[src/hw/rtl/uer_pkg.sv]
// Types, codes and constants of the ultrasonic echo ranger.
package uer_pkg;

  localparam int unsigned CNT_W  = 20;
  localparam int unsigned DIST_W = 15;
  localparam int unsigned TW_W   = 8;
  localparam int unsigned CODE_W = 2;
  localparam int unsigned PH_W   = 3;
  localparam int unsigned REM_W  = 22;
  localparam int unsigned ADDR_W = 4;
  localparam int unsigned DATA_W = 32;

  localparam logic [CNT_W-1:0] CNT_MAX = {CNT_W{1'b1}};

  // Echo width in ticks times this, over the round-trip divisor, gives cm.
  localparam logic [REM_W-1:0] SOUND_CM_PER_S = REM_W'(34029);
  localparam logic [REM_W-1:0] ROUND_TRIP_DIV = REM_W'(2000000);

  // Frame phases.
  localparam logic [PH_W-1:0] PH_IDLE       = 3'd0;
  localparam logic [PH_W-1:0] PH_TRIG       = 3'd1;
  localparam logic [PH_W-1:0] PH_WAIT_START = 3'd2;
  localparam logic [PH_W-1:0] PH_MEASURE    = 3'd3;
  localparam logic [PH_W-1:0] PH_WAIT_NEXT  = 3'd4;

  // Timeout codes.
  localparam logic [CODE_W-1:0] TO_NONE  = 2'd0;
  localparam logic [CODE_W-1:0] TO_START = 2'd1;
  localparam logic [CODE_W-1:0] TO_END   = 2'd2;

  // Register byte addresses.
  localparam logic [ADDR_W-1:0] ADDR_ECHO_LEVEL = 4'h0;
  localparam logic [ADDR_W-1:0] ADDR_PERIOD     = 4'h4;
  localparam logic [ADDR_W-1:0] ADDR_TRIG_WIDTH = 4'h8;

  // Reset values of the registers.
  localparam logic              RST_ECHO_LEVEL = 1'b1;
  localparam logic [CNT_W-1:0]  RST_PERIOD     = CNT_W'(25000);
  localparam logic [TW_W-1:0]   RST_TRIG_WIDTH = TW_W'(20);

  function automatic logic [CNT_W-1:0] sat_inc(input logic [CNT_W-1:0] v);
    sat_inc = (v == CNT_MAX) ? CNT_MAX : v + CNT_W'(1);
  endfunction

endpackage

[src/hw/rtl/ultrasonic_echo_ranger.sv]
// Ultrasonic time-of-flight ranger: trigger, echo timing and distance per tick.
// Throughput: one tick per cycle while the result channel is not stalled; each
// tick passes through the input register, then the result register.
// The echo distance is kept as a running quotient and remainder, so no
// multiplier or divider sits in the path. Reset clears the frame state to idle
// and loads the register defaults: active level 1, period 25000, trigger 20.
module ultrasonic_echo_ranger
  import uer_pkg::*;
(
  input  logic                clk_i,
  input  logic                rst_ni,
  // tick input channel
  input  logic                in_valid_i,
  output logic                in_stall_o,
  input  logic                echo_level_i,
  input  logic                run_i,
  // result channel
  output logic                out_valid_o,
  input  logic                out_stall_i,
  output logic                trigger_out_o,
  output logic [DIST_W-1:0]   distance_cm_o,
  output logic                new_distance_o,
  output logic [CODE_W-1:0]   timeout_code_o,
  output logic                running_o,
  // configuration port
  input  logic                psel,
  input  logic                penable,
  input  logic                pwrite,
  input  logic [ADDR_W-1:0]   paddr,
  input  logic [DATA_W-1:0]   pwdata,
  output logic [DATA_W-1:0]   prdata,
  output logic                pready
);

  // ---------------------------------------------------------------------------
  // Configuration registers
  // ---------------------------------------------------------------------------
  logic             echo_lvl_q;
  logic [CNT_W-1:0] period_q;
  logic [TW_W-1:0]  trig_w_q;
  logic             cfg_wr;

  assign pready = 1'b1;
  assign cfg_wr = psel & penable & pwrite;

  always_ff @(posedge clk_i or negedge rst_ni) begin
    if (!rst_ni) begin
      echo_lvl_q <= RST_ECHO_LEVEL;
      period_q   <= RST_PERIOD;
      trig_w_q   <= RST_TRIG_WIDTH;
    end else if (cfg_wr) begin
      unique case (paddr)
        ADDR_ECHO_LEVEL: echo_lvl_q <= pwdata[0];
        ADDR_PERIOD:     period_q   <= pwdata[CNT_W-1:0];
        ADDR_TRIG_WIDTH: trig_w_q   <= pwdata[TW_W-1:0];
        default: ;
      endcase
    end
  end

  always_comb begin
    unique case (paddr)
      ADDR_ECHO_LEVEL: prdata = {{(DATA_W-1){1'b0}}, echo_lvl_q};
      ADDR_PERIOD:     prdata = {{(DATA_W-CNT_W){1'b0}}, period_q};
      ADDR_TRIG_WIDTH: prdata = {{(DATA_W-TW_W){1'b0}}, trig_w_q};
      default:         prdata = '0;
    endcase
  end

  // ---------------------------------------------------------------------------
  // Input register: holds one tick until the result register can take it
  // ---------------------------------------------------------------------------
  logic in_full_q, echo_q, run_q;
  logic out_full_q;
  logic in_xfer, advance;

  // Advance the held tick whenever the result register is empty or draining.
  assign advance    = in_full_q & (~out_full_q | ~out_stall_i);
  assign in_stall_o = in_full_q & ~advance;
  assign in_xfer    = in_valid_i & ~in_stall_o;

  always_ff @(posedge clk_i or negedge rst_ni) begin
    if (!rst_ni) begin
      in_full_q <= 1'b0;
    end else begin
      in_full_q <= in_xfer | (in_full_q & ~advance);
    end
  end

  always_ff @(posedge clk_i) begin
    if (in_xfer) begin
      echo_q <= echo_level_i;
      run_q  <= run_i;
    end
  end

  // ---------------------------------------------------------------------------
  // Frame state
  // ---------------------------------------------------------------------------
  logic [PH_W-1:0]   phase_q, phase_d;
  logic [CNT_W-1:0]  frame_q, frame_d;
  logic [CNT_W-1:0]  pticks_q, pticks_d;
  logic [DIST_W-1:0] dist_q, dist_d;
  // Running quotient and remainder of SOUND_CM_PER_S * pticks / ROUND_TRIP_DIV.
  logic [DIST_W-1:0] quo_q, quo_d;
  logic [REM_W-1:0]  rem_q, rem_d;

  logic              trig_d, fresh_d, busy_d;
  logic [CODE_W-1:0] tcode_d;

  logic              active, start, echo_hit;
  logic [PH_W-1:0]   ph_cur;
  logic [CNT_W-1:0]  pt_inc;
  logic [REM_W-1:0]  rem_sum;

  assign echo_hit = (echo_q == echo_lvl_q);
  assign pt_inc   = sat_inc(pticks_q);
  assign rem_sum  = rem_q + SOUND_CM_PER_S;
  assign active   = (phase_q == PH_TRIG) || (phase_q == PH_WAIT_START) ||
                    (phase_q == PH_MEASURE) || (phase_q == PH_WAIT_NEXT);
  // Unused codes fold into idle.
  assign ph_cur   = active ? phase_q : PH_IDLE;

  always_comb begin
    phase_d  = ph_cur;
    frame_d  = active ? sat_inc(frame_q) : frame_q;
    pticks_d = pticks_q;
    dist_d   = dist_q;
    quo_d    = quo_q;
    rem_d    = rem_q;
    trig_d   = 1'b0;
    fresh_d  = 1'b0;
    tcode_d  = TO_NONE;
    busy_d   = active;
    start    = 1'b0;

    unique case (ph_cur)
      PH_TRIG: begin
        trig_d = 1'b1;
        if (pt_inc >= {{(CNT_W-TW_W){1'b0}}, trig_w_q}) begin
          phase_d  = PH_WAIT_START;
          pticks_d = '0;
        end else begin
          pticks_d = pt_inc;
        end
      end
      PH_WAIT_START: begin
        if (echo_hit) begin
          // First active tick counts as one.
          phase_d  = PH_MEASURE;
          pticks_d = CNT_W'(1);
          quo_d    = '0;
          rem_d    = SOUND_CM_PER_S;
        end else if (pt_inc >= period_q) begin
          tcode_d  = TO_START;
          phase_d  = PH_WAIT_NEXT;
          pticks_d = '0;
        end else begin
          pticks_d = pt_inc;
        end
      end
      PH_MEASURE: begin
        if (echo_hit) begin
          if (rem_sum >= ROUND_TRIP_DIV) begin
            rem_d = rem_sum - ROUND_TRIP_DIV;
            quo_d = quo_q + DIST_W'(1);
          end else begin
            rem_d = rem_sum;
          end
          if (pt_inc >= period_q) begin
            tcode_d  = TO_END;
            phase_d  = PH_WAIT_NEXT;
            pticks_d = '0;
          end else begin
            pticks_d = pt_inc;
          end
        end else begin
          // Echo ended: store the distance for the counted width.
          dist_d   = quo_q;
          fresh_d  = 1'b1;
          phase_d  = PH_WAIT_NEXT;
          pticks_d = '0;
        end
      end
      PH_WAIT_NEXT: begin
        if (frame_d >= period_q) begin
          busy_d = 1'b0;
          if (run_q) begin
            start = 1'b1;
          end else begin
            phase_d  = PH_IDLE;
            pticks_d = '0;
            frame_d  = '0;
          end
        end
      end
      default: begin
        start = run_q;
      end
    endcase

    // Frame start: this tick is frame tick 0 and the first trigger tick.
    if (start) begin
      frame_d = '0;
      busy_d  = 1'b1;
      trig_d  = 1'b1;
      if (trig_w_q <= TW_W'(1)) begin
        phase_d  = PH_WAIT_START;
        pticks_d = '0;
      end else begin
        phase_d  = PH_TRIG;
        pticks_d = CNT_W'(1);
      end
    end
  end

  always_ff @(posedge clk_i or negedge rst_ni) begin
    if (!rst_ni) begin
      phase_q  <= PH_IDLE;
      frame_q  <= '0;
      pticks_q <= '0;
      dist_q   <= '0;
      quo_q    <= '0;
      rem_q    <= '0;
    end else if (advance) begin
      phase_q  <= phase_d;
      frame_q  <= frame_d;
      pticks_q <= pticks_d;
      dist_q   <= dist_d;
      quo_q    <= quo_d;
      rem_q    <= rem_d;
    end
  end

  // ---------------------------------------------------------------------------
  // Result register: hold while stalled, load on each advance
  // ---------------------------------------------------------------------------
  always_ff @(posedge clk_i or negedge rst_ni) begin
    if (!rst_ni) begin
      out_full_q <= 1'b0;
    end else begin
      out_full_q <= advance | (out_full_q & out_stall_i);
    end
  end

  always_ff @(posedge clk_i) begin
    if (advance) begin
      trigger_out_o  <= trig_d;
      distance_cm_o  <= dist_d;
      new_distance_o <= fresh_d;
      timeout_code_o <= tcode_d;
      running_o      <= busy_d;
    end
  end

  assign out_valid_o = out_full_q;

endmodule

[config.mk]
export PLATFORM = sky130hd
export DESIGN_NAME = ultrasonic_echo_ranger
export DESIGN_NICKNAME = d
export VERILOG_FILES = /design/src/hw/rtl/uer_pkg.sv /design/src/hw/rtl/ultrasonic_echo_ranger.sv
export SDC_FILE = /design/constraint.sdc
export NUM_CORES = 1
export LEC_CHECK = 0
export ABC_CLOCK_PERIOD_IN_PS = 12400
export BUFFER_PORTS_ARGS = -buffer_cell sky130_fd_sc_hd__buf_2
export CAP_MARGIN = 25
export CORE_UTILIZATION = 36
export CTS_BUF_LIST = sky130_fd_sc_hd__clkbuf_8 sky130_fd_sc_hd__clkbuf_16
export CTS_CLUSTER_DIAMETER = 80
export DETAILED_ROUTE_END_ITERATION = 10
export HOLD_SLACK_MARGIN = 0.08
export MAX_ROUTING_LAYER = met4
export PLACE_DENSITY = 0.54
export SETUP_SLACK_MARGIN = 0.1
export SLEW_MARGIN = 20
export SYNTH_ARGS = -nofsm -noshare
export SYNTH_HDL_FRONTEND = slang
export SYNTH_SLANG_ARGS = --single-unit
[constraint.sdc]
create_clock -name clk_i -period 12.4 [get_ports clk_i]
set_input_delay 2.48 -clock clk_i [delete_from_list [all_inputs] [get_ports clk_i]]
set_output_delay 2.48 -clock clk_i [all_outputs]
set_load 0.01 [all_outputs]
== Word level (Yosys, flattened, before mapping) ==
Cells that the tools add are included.

* Equality and inequality tests: 18
* Magnitude comparators: 5
* Muxes and demuxes: 49
* Reduce and logical (&&, ||, !) cells: 13
* Add/sub/neg operators: 5
* Bitwise gates (word level): 13

{| class="wikitable"
|+ Operators by type and width
! cell !! number
|-
| $mux 20 || 14
|-
| $pmux 20 s4 || 1
|-
| $mux 15 || 5
|-
| $mux 22 || 3
|-
| $pmux 20 s3 || 1
|-
| $pmux 22 s2 || 1
|-
| $add 20x1->20 const B || 2
|-
| $eq 20x20->1 const B || 2
|-
| $ge 20x20->1 || 2
|-
| $pmux 15 s2 || 1
|-
| $mux 3 || 8
|-
| $add 22x16->22 const B || 1
|-
| $ge 22x21->1 const B || 1
|-
| $sub 22x21->22 const B || 1
|-
| $ge 20x8->1 || 1
|-
| $add 15x1->15 const B || 1
|-
| $eq 3x2->1 const B || 4
|-
| $pmux 3 s4 || 1
|-
| $mux 1 || 9
|-
| $le 8x1->1 const B || 1
|-
| $reduce_and 4->1 || 2
|-
| $and 1x1->1 || 6
|-
| $eq 3x1->1 const B || 2
|-
| $eq 3x3->1 const B || 2
|-
| other kinds (17) || 31
|}

* Logic and storage cells: 121
* Register bits after elaboration: 148
* Input bits: 45
* Output and inout bits: 55

== Longest topological paths before layout ==
Gate-level depths: netlist (run 1).

* Depth in word-level cells: 10
* Mapped depth: 21
* Depth with buffers taken out: 17

== Worst setup path after synthesis (run 1) ==
No wires, ideal clock.

* Path kind: input to output
* Start point: input paddr[2]
* End point: output prdata[1]
* Path buffers: 1
* Slack: 6268 ps
* Cell stages on the path: 3
* Arrival time: 3652 ps
* Data required time: 9920 ps
* Cell sequence: clkbuf_1 -> nor4b_1 -> a22o_1

* Cells in the longest elaborated chain, start to end: 2
* Elaborated cells between the ends (all ways): 4
* Classes of those cells: 2 x eq/ne; 1 x mux; 1 x reduce/logical

{| class="wikitable"
|+ Ends and longest elaborated chain
! what !! RTL line !! source
|-
| start, declared || ultrasonic_echo_ranger.sv:29 || <nowiki>input logic [ADDR_W-1:0] paddr,</nowiki>
|-
| $eq 4x4->1, or another cell as far along || ultrasonic_echo_ranger.sv:62 || <nowiki>unique case (paddr)</nowiki>
|-
| $pmux 20 s3 * || ultrasonic_echo_ranger.sv:62 ||
|-
| end, declared || ultrasonic_echo_ranger.sv:31 || <nowiki>output logic [DATA_W-1:0] prdata,</nowiki>
|}

Mark *: on every way between the ends. The rest lies on a longest branch, timed or not.

== Worst setup path after layout (run 1) ==
* Start point: input paddr[1]
* End point: output prdata[2]

Same word-level chain as after synthesis.

==> results of run 1 <==
-- synth_stat cells, drive strengths merged (14+ instances only) --
cell type,count
a21oi,52
edfxtp,22
nor2,72
mux2,19
a22o,39
clkbuf,43
nand4,26
o21ai,84
ha,54
dfrtp,117
nand2,172
a21o,19
buf,33
xor2,14
inv,45
and3,39
mux2i,14
xnor2,19
nor3,33
nand3,37
-- cells by family after synthesis --
group / after synthesis / synth area share, %
and+or+nand+nor: 458 / 22.97
AOI/OAI and AO/OA: 295 / 20.09
DFF: 148 / 37.73
buffers and inverters: 124 / 6.035
adders and majority gates: 55 / 6.763
xor gates and xnor gates: 33 / 2.851
muxes: 33 / 3.493
other: 2 / 0.07407
-- tightest hold or removal path: stages (launching register included) --
cell     delay, ns
dfrtp_1       0.34
nand2_1       0.05
nand2_1       0.05
-- power by group --
part / total (mW) / switching (mW) / leakage (nW) / internal, mW
Sequential: 0.639 / 0.0792 / 1.80 / 0.559
Clock: 0.569 / 0.230 / 0.299 / 0.338
Combinational: 0.670 / 0.419 / 3.28 / 0.251
-- final timing paths --
kind                                         from                  endpoint  slack, ns  cells past startpoint
min in group asynchronous                  rst_ni     rem_q[21]$_DFFE_PN0P_       1.99                      1
min reg2reg                 dist_q[6]$_DFFE_PN0P_     dist_q[6]$_DFFE_PN0P_       0.47                      2
max in group asynchronous                  rst_ni  period_q[13]$_DFFE_PN1P_       9.19                      3
max reg2reg                phase_q[1]$_DFFE_PN0P_  pticks_q[13]$_DFFE_PN0P_       6.83                     16
min                         dist_q[6]$_DFFE_PN0P_     dist_q[6]$_DFFE_PN0P_       0.47                      2
max                                      paddr[1]                 prdata[2]       6.03                      6
-- layer usage --
metal | wire (um) | share of wire [%] | track usage (%)
met2 | 12590 | 48 | 31.86
met3 | 893 | 3.4 | 3.721
met4 | 354 | 1.3 | 5.445
met1 | 12490 | 47 | 24.72
met5 | 0 | 0 | -
-- through the flow --
step	util [%]	instances
2_1_floorplan	-	1159
3_3_place_gp	38.59	1545
3_5_place_dp	38.59	1545
4_1_cts	40.86	1577
5_1_grt	40.94	1579
6_report	40.94	1579
-- layout make-up --
type	count	area (sq um)
multi-input combinational	887	5756
antenna	1	2.502
timing repair buffer	87	486.7
tap	378	473.0
clock buffer	17	425.4
fill	2732	16360
sequential	148	3825
clock inverter	15	202.7
inverter	46	172.7
-- flip-flops by register name, indices dropped and copies added, names as in the netlist --
register	flops
timeout_code_o	2
trigger_out_o	1
out_valid_o	1
pticks_q	20
echo_q	1
dist_q	15
quo_q	15
phase_q	3
frame_q	20
run_q	1
echo_lvl_q	1
new_distance_o	1
period_q	20
trig_w_q	8
distance_cm_o	15
running_o	1
rem_q	22
in_full_q	1
==> impl_metrics.json, run 1 <==
{
  "yosysWarnings": 0,
  "rows": 61,
  "dp.final_hpwl_mm": 18.55,
  "fin_area_sq_mm": 0.01134,
  "grt_first_pass_wirelength_mm": 42.99,
  "globalRouteTotalUtil_pct": 19.56,
  "remaining_drc_errors": 0,
  "ratio_of_final_minimum_period_to_clock_period_pct": 51.37,
  "worst_clock_skew_ns": 0.007415,
  "finalNetCount": 1286,
  "report.final.slew_viol_count": 0,
  "clk_pin_slew_ns": 0.06,
  "vias": 8483,
  "clock_tree.htree_level_count": 4,
  "worst_ep_required_time_ns": 9.92,
  "postSynthCellCount": 1148,
  "finalSetupTns_ns": 0,
  "crit_path_frequent_cell": "buf_2",
  "rsz0062_at_grt": "no",
  "worstPathCellList": "buf_2, nor3_1, buf_4, and2_0, a22o_1, buf_2",
  "postRouteWirelength_mm": 26.33,
  "fin_hold_ws_ns": 0.4722,
  "clock_sink_count": 148,
  "hold_viol_final": 0,
  "report.power.total_mw": 1.877,
  "antenna_violating_nets_post_route": 0,
  "synthesis.area_sq_mm": 0.01014,
  "worst-path-max-fanout": 14,
  "cts_tree": "built",
  "synth.area.top_cells": "dfrtp_1 29%, ha_1 6.7%, edfxtp_1 6.5%",
  "synth_edf_count": 22,
  "setup-violations-final": 0,
  "drt_iter0_drc": 429,
  "firstDrtPassIters": 5,
  "wl_per_cell_um": 16.67,
  "post-cts-setup-buffer-count": 0,
  "synth_cell_types": 97,
  "cts-hold-fix-buffers": 0,
  "core_sq_mm": 0.02771,
  "inserted_clock_buffers": 17,
  "viasPerCell": 5.372,
  "syn_to_final_growth_pct": 11.88,
  "grt_start_max_net_pins": 74,
  "mostFrequentLayoutCells": "170 x nand2_1, 117 x dfrtp_1, 73 x buf_2",
  "port_buffers": 74,
  "boundaryPins": 100,
  "post-synth-top-area-cell": "dfrtp_1",
  "dieHeight_um": 169.8,
  "register_area_share_after_synthesis_pct": 37.73,
  "worst-path-buf-inv": 3,
  "slowest_delay_ns": 0.47,
  "min_period_ns": 6.370,
  "maxCapViolCount": 0,
  "layout-drive-gt1-share_pct": 15.25,
  "crit_path_start_kind": "input port",
  "initial_utilization_pct": 36.59,
  "yosys_register_bits": 148,
  "clockBufferDepth": 2,
  "max_slew.worst_pin.slew_ns": 1.062,
  "fmax_mhz": 157.0,
  "latest_clock_arrival_within_the_worst_skew_pair_ns": 0.44,
  "grt_pass1_vias": 8125,
  "antenna_violations_before_repair": 1,
  "postSynth.asyncResetShare_pct": 85.14,
  "mostFrequentLayoutCell": "nand2_1",
  "min_setup_slack_post_route_ns": 6.030,
  "hold_class": "reg2reg",
  "postSynth.topFlopCell": "dfrtp_1",
  "floorplan.die_area_sq_mm": 0.02884,
  "worst_path_max_delay_cell": "and2_0",
  "post_cts_resized": 0,
  "cp_top_family": "simple AND/OR/NAND/NOR gates",
  "globalRoute.totalOverflow": 0,
  "critPathArrivalTime_ns": 3.89,
  "critPathKind": "in2out",
  "dp_worst_setup_slack_ns": 6.006,
  "cp-end-kind": "primary output",
  "vdd.ir_drop.worst_uv": 106.5,
  "clk_root_buffer_cell": "clkbuf_16",
  "netlist.area_leader.share_pct": 28.88,
  "post_dp_cell_area_sq_mm": 0.01069,
  "gp_congestion": 0.8744,
  "cellPowerDensity_mw_per_mm2": 165.5,
  "outcome": "completed",
  "die-width_um": 169.8,
  "synthesis.area_per_instance_sq_um": 8.831,
  "leakage_nw": 5.380,
  "slew_headroom_pct": 28.58
}
(Power assumes the default switching activity.)
==> run 2, diff against run 1 <==
--- a/config.mk
+++ b/config.mk
@@ -5,7 +5,8 @@
 export SDC_FILE = /design/constraint.sdc
 export NUM_CORES = 1
 export LEC_CHECK = 0
-export ABC_CLOCK_PERIOD_IN_PS = 12400
+export ABC_AREA = 1
+export ABC_CLOCK_PERIOD_IN_PS = 6000
 export BUFFER_PORTS_ARGS = -buffer_cell sky130_fd_sc_hd__buf_2
 export CAP_MARGIN = 25
 export CORE_UTILIZATION = 36
==> constraint.sdc (replaced) <==
create_clock -name clk_i -period 6 [get_ports clk_i]
set_input_delay 1.2 -clock clk_i [delete_from_list [all_inputs] [get_ports clk_i]]
set_output_delay 1.2 -clock clk_i [all_outputs]
set_load 0.01 [all_outputs]
==> impl_metrics.json, run 2 <==
{
  "die-width_um": 172.4,
  "dieHeight_um": 172.4,
  "postSynth.topFlopCell": "dfrtp_1",
  "postSynthCellCount": 1460,
  "leakage_nw": 5.852,
  "critPathArrivalTime_ns": 5.24,
  "post-cts-setup-buffer-count": 0,
  "p_switching_mw": 1.858,
  "port_buffers": 74,
  "min_period_ns": 4.879,
  "grt_pass1_vias": 8952,
  "synth.area.mux_share_pct": 0,
  "wl_per_cell_um": 14.28,
  "yosys.area_share.adder_pct": 6.466,
  "gp_congestion": 0.9053,
  "rows": 62,
  "core_sq_mm": 0.02863,
  "postRouteWirelength_mm": 27.41,
  "ratio_of_final_minimum_period_to_clock_period_pct": 81.32,
  "cellPowerDensity_mw_per_mm2": 358.1,
  "post-synth-top-count-cell": "nand2_1",
  "part_of_the_power_in_registers_pct": 34.2,
  "rsz0062_at_grt": "no",
  "floorplan.die_area_sq_mm": 0.02971,
  "synthesis.area_per_instance_sq_um": 7.158,
  "synth.area.top_cells": "dfrtp_1 28%, nand2_1 13%, inv_1 7.6%",
  "clockBufferDepth": 2,
  "crit-reg2reg-launch": "phase_q[0]$_DFFE_PN0P_",
  "worst-path-max-fanout": 15,
  "seqCellArea_sq_mm": 0.003825,
  "layout-drive-gt1-share_pct": 12.83,
  "finalSetupTns_ns": 0,
  "use_met3_pct": 2.770,
  "vdd.ir_drop.worst_uv": 186.1,
  "clock_tree.htree_level_count": 4,
  "largest_register_ff_count": 22,
  "drt_iter0_drc": 564,
  "yosys_register_bits": 148,
  "report.final.slew_viol_count": 0,
  "critPathKind": "reg2reg",
  "slew_headroom_pct": 42.09,
  "rr_endpoint": "pticks_q[10]$_DFFE_PN0P_",
  "filler_cell_count": 3025,
  "latest_clock_arrival_within_the_worst_skew_pair_ns": 0.44,
  "synth_cell_types": 54,
  "vias": 9412,
  "yosys.area_share.simple_pct": 32.70,
  "initial_utilization_pct": 36.51,
  "firstDrtPassIters": 10,
  "regMostFlops": "rem_q",
  "worst-path-buf-inv": 5,
  "worst-path-stages": 25,
  "yosysWarnings": 0,
  "clock_sink_count": 148,
  "r2r_setup_slack_ns": 1.12,
  "mostFrequentLayoutCells": "359 x nand2_1, 211 x inv_1, 149 x nor2_1",
  "globalRoute.totalOverflow": 0,
  "syn_to_final_growth_pct": 12.22,
  "register_area_share_after_synthesis_pct": 36.60,
  "mostFrequentLayoutCell": "nand2_1",
  "grt_first_pass_wirelength_mm": 45.53,
  "failed_checks": "DRC",
  "viasPerCell": 4.905,
  "postSynth.asyncResetShare_pct": 85.14,
  "multi_input_logic_area_sq_mm": 0.005559,
  "cp-end-kind": "flop",
  "netlist.area_leader.share_pct": 28.02,
  "synth_top_family_by_area": "simple AND/OR/NAND/NOR gates",
  "p_int_mw": 2.341,
  "synth-xor-area-share_pct": 3.664,
  "finalNetCount": 1621,
  "share_clk_of_total_power_pct": 26.2,
  "dp.final_hpwl_mm": 20.14,
  "global_route.usage.met1_pct": 27.48,
  "outcome": "complete, but fails checks",
  "post_cts_resized": 0,
  "hold_viol_final": 0,
  "worst_clock_skew_ns": 0.01234,
  "reg2reg_depth": 25,
  "antenna_violations_before_repair": 0,
  "globalRouteTotalUtil_pct": 20.14,
  "power.combinational.fraction_pct": 39.5,
  "grt_start_max_net_pins": 84,
  "remaining_drc_errors": 1,
  "min-delay-start": "period_q[1]$_DFFE_PN0P_",
  "max_slew.worst_pin.slew_ns": 0.8687,
  "post-synth-top-area-cell": "dfrtp_1",
  "insertedDiodeCount": 0,
  "synth_edf_count": 22,
  "slowest_delay_ns": 0.49,
  "maxCapViolCount": 0,
  "inserted_clock_buffers": 17,
  "cts-hold-fix-buffers": 0,
  "final_cell_count_no_fill": 1919,
  "boundaryPins": 100,
  "hold-path-cell-count": 2,
  "synthesis.area_sq_mm": 0.01045,
  "antenna_violating_nets_post_route": 0,
  "dp_cells": 1887,
  "p_sw_share_pct": 44.25,
  "min_to": "period_q[1]$_DFFE_PN0P_",
  "worst_ep_required_time_ns": 6.36,
  "crit_path_frequent_cell": "nand2_1",
  "groute.layer.met2.usage_pct": 31.52,
  "worst_path_max_delay_cell": "nor2_2",
  "synth-compound-area-share_pct": 9.830,
  "fmax_mhz": 205.0,
  "setup-violations-final": 0,
  "synth.cells.most_frequent": "359 x nand2_1, 211 x inv_1, 150 x nor2_1, 117 x dfrtp_1, 114 x nand3_1",
  "clk_pin_slew_ns": 0.07,
  "cp_top_family": "simple AND/OR/NAND/NOR gates",
  "grt_most_used_layer": "met2",
  "cts_tree": "built",
  "clk_root_buffer_cell": "clkbuf_16",
  "crit_path_start_kind": "flop",
  "hold_class": "reg2reg"
}
[run 2: how the worst max path moves through the flow]
stage / slack [ns] / end / from
6_report: 1.12 / pticks_q[10]$_DFFE_PN0P_ / phase_q[0]$_DFFE_PN0P_
5_1_grt: 0.42 / pticks_q[6]$_DFFE_PN0P_ / phase_q[2]$_DFFE_PN0P_
4_1_cts: 1.11 / pticks_q[6]$_DFFE_PN0P_ / phase_q[0]$_DFFE_PN0P_
3_3_place_gp: 1.20 / pticks_q[1]$_DFFE_PN0P_ / phase_q[2]$_DFFE_PN0P_
3_5_place_dp: 1.14 / pticks_q[1]$_DFFE_PN0P_ / phase_q[0]$_DFFE_PN0P_
2_1_floorplan: 2.42 / pticks_q[4]$_DFFE_PN0P_ / phase_q[1]$_DFFE_PN0P_
[run 2: cells by family after synthesis]
logic type | count (synthesis)
compound gates | 190
buf+inv | 269
other cells | 2
fa+ha+maj | 54
flops | 148
xor+xnor | 42
simple gates | 755
[run 2: power by group through the flow]
stage          clock, mW  sequential, mW  combinational [mW]
2_1_floorplan          0            1.42                1.27
3_3_place_gp           0            1.45                1.62
3_5_place_dp           0            1.45                1.66
4_1_cts             1.13            1.44                1.66
5_1_grt             1.17            1.47                1.90
6_report            1.10            1.44                1.66
[run 2: layer usage]
metal / vias to the layer above / share of wire (%)
li1: 4811 / -
met1: 4405 / 50
met2: 177 / 45
met3: 19 / 3.8
met4: 0 / 1.1
met5: - / 0
[run 2: layout make-up]
cell class	count	area share (%)
clock buffer	17	3.627
multi-input combinational	1054	47.40
tap	384	4.097
inverter	220	7.052
sequential	148	32.61
timing repair buffer	81	3.659
clock inverter	15	1.547
[run 2: per-stage QoR]
step	power (mW)	utilization (%)	setup WS [ns]	hold slack, ns	instance area (sq um)
after floorplan	2.691	-	2.418	0.4457	10490
after global placement	3.075	38.83	1.203	0.4613	11120
after detailed placement	3.109	38.83	1.136	0.4746	11120
after CTS	4.230	40.95	1.108	0.4934	11720
after global routing	4.545	40.97	0.4215	0.5105	11730
final	4.199	40.97	1.121	0.4888	11730
[run 2: tightest hold or removal path, cell delays in order, from the launching register on]
cell     delay, ns
dfrtp_1       0.35
nand2_1       0.05
o21ai_0       0.06
